### config.mk
export PLATFORM = sky130hd
export DESIGN_NAME = sbeq_lane
export DESIGN_NICKNAME = d
export VERILOG_FILES = /design/src/sv/sbeq_pkg.sv /design/src/sv/sbeq_lane.sv
export SDC_FILE = /design/constraint.sdc
export NUM_CORES = 2
export LEC_CHECK = 0
export ABC_CLOCK_PERIOD_IN_PS = 34100
export BUFFER_PORTS_ARGS = -buffer_cell sky130_fd_sc_hd__buf_2
export CAP_MARGIN = 5
export CORE_ASPECT_RATIO = 1.25
export CORE_MARGIN = 8
export CORE_UTILIZATION = 60
export CTS_CLUSTER_DIAMETER = 60
export DETAILED_ROUTE_END_ITERATION = 10
export PLACE_DENSITY_LB_ADDON = 0.3
export SKIP_LAST_GASP = 1
export SYNTH_ARGS = -nofsm -noshare
export SYNTH_HDL_FRONTEND = slang
export SYNTH_SLANG_ARGS = --single-unit
### constraint.sdc
create_clock -name clk -period 34.1 [get_ports clk]
set_clock_uncertainty 0.1 [all_clocks]
set_input_delay 5.115 -clock clk [delete_from_list [all_inputs] [get_ports clk]]
set_output_delay 5.115 -clock clk [all_outputs]
set_load 0.02 [all_outputs]
### src/sv/sbeq_pkg.sv
// ----------------------------------------------------------------------------
// sbeq_pkg: shared types and constants for the stereo biquad equalizer
// Number formats, command codes and the lane/merge control struct.
// ----------------------------------------------------------------------------
package sbeq_pkg;

  localparam int BANDS = 10;
  localparam int NCOEF = 5;
  localparam int COEF_W = 32;
  localparam int HIST_W = 32;
  localparam int CFRAC = COEF_W - 4;
  localparam int HFRAC = 8;
  localparam int BAND_W = 4;
  localparam int CSEL_W = 3;
  localparam int PROD_W = COEF_W + HIST_W;
  localparam int ACC_W = PROD_W + 3;
  localparam int CIDX_W = $clog2(BANDS * NCOEF);
  // one history row per band: x1 x2 y1 y2 for both channels
  localparam int HIDX_W = $clog2(BANDS);
  localparam int HROW_W = 8 * HIST_W;

  // Command codes
  localparam logic CMD_FRAME = 1'b0;
  localparam logic CMD_COEF = 1'b1;

  // Coefficient selects
  localparam logic [CSEL_W-1:0] SEL_B0 = 3'd0;
  localparam logic [CSEL_W-1:0] SEL_B1 = 3'd1;
  localparam logic [CSEL_W-1:0] SEL_B2 = 3'd2;
  localparam logic [CSEL_W-1:0] SEL_A1 = 3'd3;
  localparam logic [CSEL_W-1:0] SEL_A2 = 3'd4;
  // last MAC phase of a band: accumulate a2, no coefficient read
  localparam logic [CSEL_W-1:0] PH_LAST = 3'd5;

  typedef enum logic [2:0] {
    ST_IDLE,
    ST_CLEAR,
    ST_MAC,
    ST_WB,
    ST_OUT
  } state_t;

  // Step control handed from the sequencer to both lanes
  typedef struct packed {
    logic                  start;   // load new lane input
    logic                  mac;     // accumulate one term
    logic [CSEL_W-1:0]     term;    // which term 0..4
    logic                  wb;      // round, write back, next band
  } lane_ctl_t;

  localparam logic signed [HIST_W-1:0] HMAX = {1'b0, {(HIST_W-1){1'b1}}};
  localparam logic signed [HIST_W-1:0] HMIN = {1'b1, {(HIST_W-1){1'b0}}};
  localparam logic signed [HIST_W-1:0] OUT_LIM = HIST_W'(32767 * 256);

  // Round to HFRAC fraction bits and saturate to a history word
  function automatic logic signed [HIST_W-1:0] round_sat(logic signed [ACC_W-1:0] s);
    logic signed [ACC_W-1:0] t;
    logic signed [ACC_W-CFRAC-1:0] q;
    t = s + (ACC_W'(1) <<< (CFRAC - 1));
    q = t[ACC_W-1:CFRAC];
    if (q > $signed((ACC_W-CFRAC)'(HMAX))) return HMAX;
    if (q < $signed({{(ACC_W-CFRAC-HIST_W){1'b1}}, HMIN})) return HMIN;
    return q[HIST_W-1:0];
  endfunction

  // Clamp to +/-32767 sample units and truncate toward zero
  function automatic logic signed [15:0] finish(logic signed [HIST_W-1:0] y);
    logic signed [HIST_W-1:0] c;
    logic [HIST_W-1:0] m;
    c = y;
    if (y > OUT_LIM) c = OUT_LIM;
    if (y < -OUT_LIM) c = -OUT_LIM;
    if (c[HIST_W-1]) begin
      m = HIST_W'(-c) >> HFRAC;
      return -$signed(m[15:0]);
    end
    m = HIST_W'(c) >> HFRAC;
    return m[15:0];
  endfunction

endpackage

### src/sv/sbeq_lane.sv
// ----------------------------------------------------------------------------
// sbeq_lane: one channel's biquad datapath
// Multiplies coefficients by history, accumulates, rounds and saturates.
// ----------------------------------------------------------------------------
module sbeq_lane (
  input  logic                                clk,
  input  sbeq_pkg::lane_ctl_t                 ctl,
  input  logic signed [15:0]                  sample,
  input  logic signed [sbeq_pkg::COEF_W-1:0]  coef,
  input  logic signed [sbeq_pkg::HIST_W-1:0]  hist,
  output logic signed [sbeq_pkg::HIST_W-1:0]  x_cur,
  output logic signed [sbeq_pkg::HIST_W-1:0]  y_new
);
  import sbeq_pkg::*;

  logic signed [HIST_W-1:0] x_r;
  logic signed [ACC_W-1:0]  acc_r, acc_nxt;
  logic signed [PROD_W-1:0] prod;
  logic signed [HIST_W-1:0] opnd;

  // term 0 multiplies the section input, others the history word
  assign opnd = (ctl.term == SEL_B0) ? x_r : hist;
  assign prod = coef * opnd;

  always_comb begin
    acc_nxt = acc_r;
    if (ctl.mac) begin
      if (ctl.term == SEL_A1 || ctl.term == SEL_A2) acc_nxt = acc_r - ACC_W'(prod);
      else acc_nxt = acc_r + ACC_W'(prod);
    end
    if (ctl.wb) acc_nxt = '0;
  end

  assign y_new = round_sat(acc_r);
  assign x_cur = x_r;

  // advance section input: sample at start, section output at write back
  always_ff @(posedge clk) begin
    if (ctl.start) begin
      x_r   <= HIST_W'(sample) <<< HFRAC;
      acc_r <= '0;
    end else begin
      if (ctl.wb) x_r <= y_new;
      acc_r <= acc_nxt;
    end
  end
endmodule

==> results.cfg <==
[clock_tree]
clock_sinks = 99
cts_max_path_buffers = 2
ctsResizeCount = 0
htree_levels = 3
clk_pin_slew_ps = 80
clock_latency_ps = 370
postCtsSetupRepairBufs = 0
ctsHoldBuffers = 0
cts_tree = done
cts_made_buffers = 9
cts-root-buf = clkbuf_16

[sta]
finalHoldWorstSlack_ps = 380
setup_tns_ps = 0
period_share_pct = 52.9
hold_viol_final = 0
fin_crit_ps = 18040
max_slew_margin_pct = 38.9
worstMarginPinSlew_ps = 917
rsz0062_at_grt = no
setup_viol = 0
drv_slew = 0
max_freq_mhz = 55.4

[setup_path]
arrival_ps = 18170
worstPathBufferInverterCount = 6
path_max_fanout = 32
slowest_delay_ps = 690
cp.required_ps = 34240
slowest_stage = or4b_2
worstSetupPathType = input port to flip-flop
crit_family = adder cells
endpoint_kind = flip-flop
start_kind = input port
crit_top_cell = fa_1

[floorplan]
fp-row-count = 114
die_w_um = 265
dieArea_um2 = 86500
coreArea_um2 = 76900
pin_count = 151
start_util_pct = 60.3
die_h_um = 327

[global_route]
grt_busiest_layer = met2
globalRouteMet2Util_pct = 49.8
grt_pass1_wl_um = 198000
grt_max_degree = 65
grtUsageMet1_pct = 36.3
antenna_found_initial = 1
grt_pass1_vias = 38400
track_usage_pct = 28.2
met3_usage_pct = 3.44
overflow = 0

[finish]
layout-drive-gt1-share_pct = 5.49
fill_cells = 6485
final_nets = 6502
syn2layout_area_growth_pct = 3.14
diodes = 0
multiInputGateArea_um2 = 39600
seqCellArea_um2 = 2220

[synthesis]
synth_area_per_cell_um2 = 8.98
synth_xor_area_share_pct = 4.08
muxShareOfSynthArea_pct = 2.19
netlist_area_um2 = 46400
synth_top_family_by_area = adder cells
ys_warn_count = 0
synth_compound_area_share_pct = 7.75
synth_top_flop_cell = dfxtp_1
async_flop_share_pct = 0
synth-seq-cells = 99
synth_nets = 6588
netlist-cell-type-count = 99
yosys.area_share.simple_pct = 17.7
synthAdderAreaFrac_pct = 53.5
ys_seq_area_share_pct = 4.79
synth-edff-count = 24
synthesis.instances = 5166

[drt]
via_per_inst = 5.80
routedWlPerCell_um = 19.4
drtPass1Iterations = 6
antenna_left = 0
wl_um = 118000
vias = 35200
drc = 0
drt-initial-drc-count = 2000

[place]
dp_hpwl_um = 99100
io_buffers = 150
place_congestion = 0.984

[run_status]
status = complete, no violations

[min_path]
hold_class = flip-flop to flip-flop

[run]
cap_violations = 0
## cell type report
cell class                      instances  area share [%]
Sequential cell                        99            4.65
Tap cell                              986            2.58
Timing Repair Buffer                  171            1.90
Inverter                              962            7.55
Clock buffer                            9           0.471
Clock inverter                          7           0.126
Multi-Input combinational cell       3837            82.7
## cell usage after synthesis (28+ instances only)
master	number	share of area [%]
fa_1	1083	47
inv_1	961	7.8
nand2_1	650	5.3
and2_1	439	5.9
clkbuf_1	256	2.1
ha_1	252	6.8
nor2_1	201	1.6
a21oi_1	145	1.6
xnor2_1	129	2.4
o21ai_0	115	1.2
xor2_1	87	1.6
nor2b_1	83	1.1
dfxtp_1	75	3.2
mux2i_1	65	1.4
a21o_1	60	0.97
nand3_1	52	0.56
nand4_1	36	0.49
nor3_1	35	0.38
mux2_2	30	0.73
nand2b_1	30	0.40
and3_1	28	0.38
## cell usage in the layout (no fill, tap or decap), types with 34 or more instances in the layout
master,count
inv_1,961
a21oi_1,145
ha_1,252
nand4_1,36
dfxtp_1,75
buf_2,149
xor2_1,87
nor2b_1,83
nand2_1,650
a21o_1,60
fa_1,1083
mux2i_1,62
nor2_1,201
nand3_1,52
nor3_1,34
xnor2_1,129
and2_1,439
o21ai_0,115
## path summary, 6_finish.rpt
| check | startpoint | end | slack [ps] | cells past startpoint |
|---|---|---|---|---|
| hold / removal | acc_r[3] | acc_r[3] | 380 | 2 |
| setup / recovery | ctl[2] | acc_r[64] | 16060 | 43 |
| setup reg to reg | x_cur[11] | acc_r[65] | 21200 | 39 |
| hold reg to reg | acc_r[3] | acc_r[3] | 380 | 2 |
## flip-flops by register name, indices dropped and copies added (netlist names)
name   flops
acc_r     67
x_cur     32
## tightest hold or removal path, stage by stage (launching register included)
cell	delay [ps]
dfxtp_1	320
nand2b_1	60
a21oi_1	50
## kinds of logic (layout without fill, tap and decap cells)
logic type | count (synthesis) | in the layout
compound gates | 552 | 552
xor+xnor | 216 | 216
fa+ha+maj | 1335 | 1335
buf+inv | 1230 | 1149
flops | 99 | 99
mux | 96 | 96
simple gates | 1638 | 1638
## per-layer routing
layer	routed length, um	vias up	part of all wire [%]
li1	-	15600	-
met1	47000	18100	40
met2	60000	1251	51
met3	7260	259	6.2
met4	3450	2	2.9
met5	12	-	0.010
## stage by stage
step	util [%]	cells	setup slack, ps	instance area [um^2]
floorplan	-	5166	17470	46400
global placement	61.8	6055	15730	47500
detailed placement	61.8	6055	15870	47500
CTS	62.2	6071	16210	47800
global route	62.2	6071	15420	47800
finish	62.2	6071	16060	47800
Power is not shown: default switching activity piles up to over one toggle a cycle in this logic, so the estimate is an artifact.
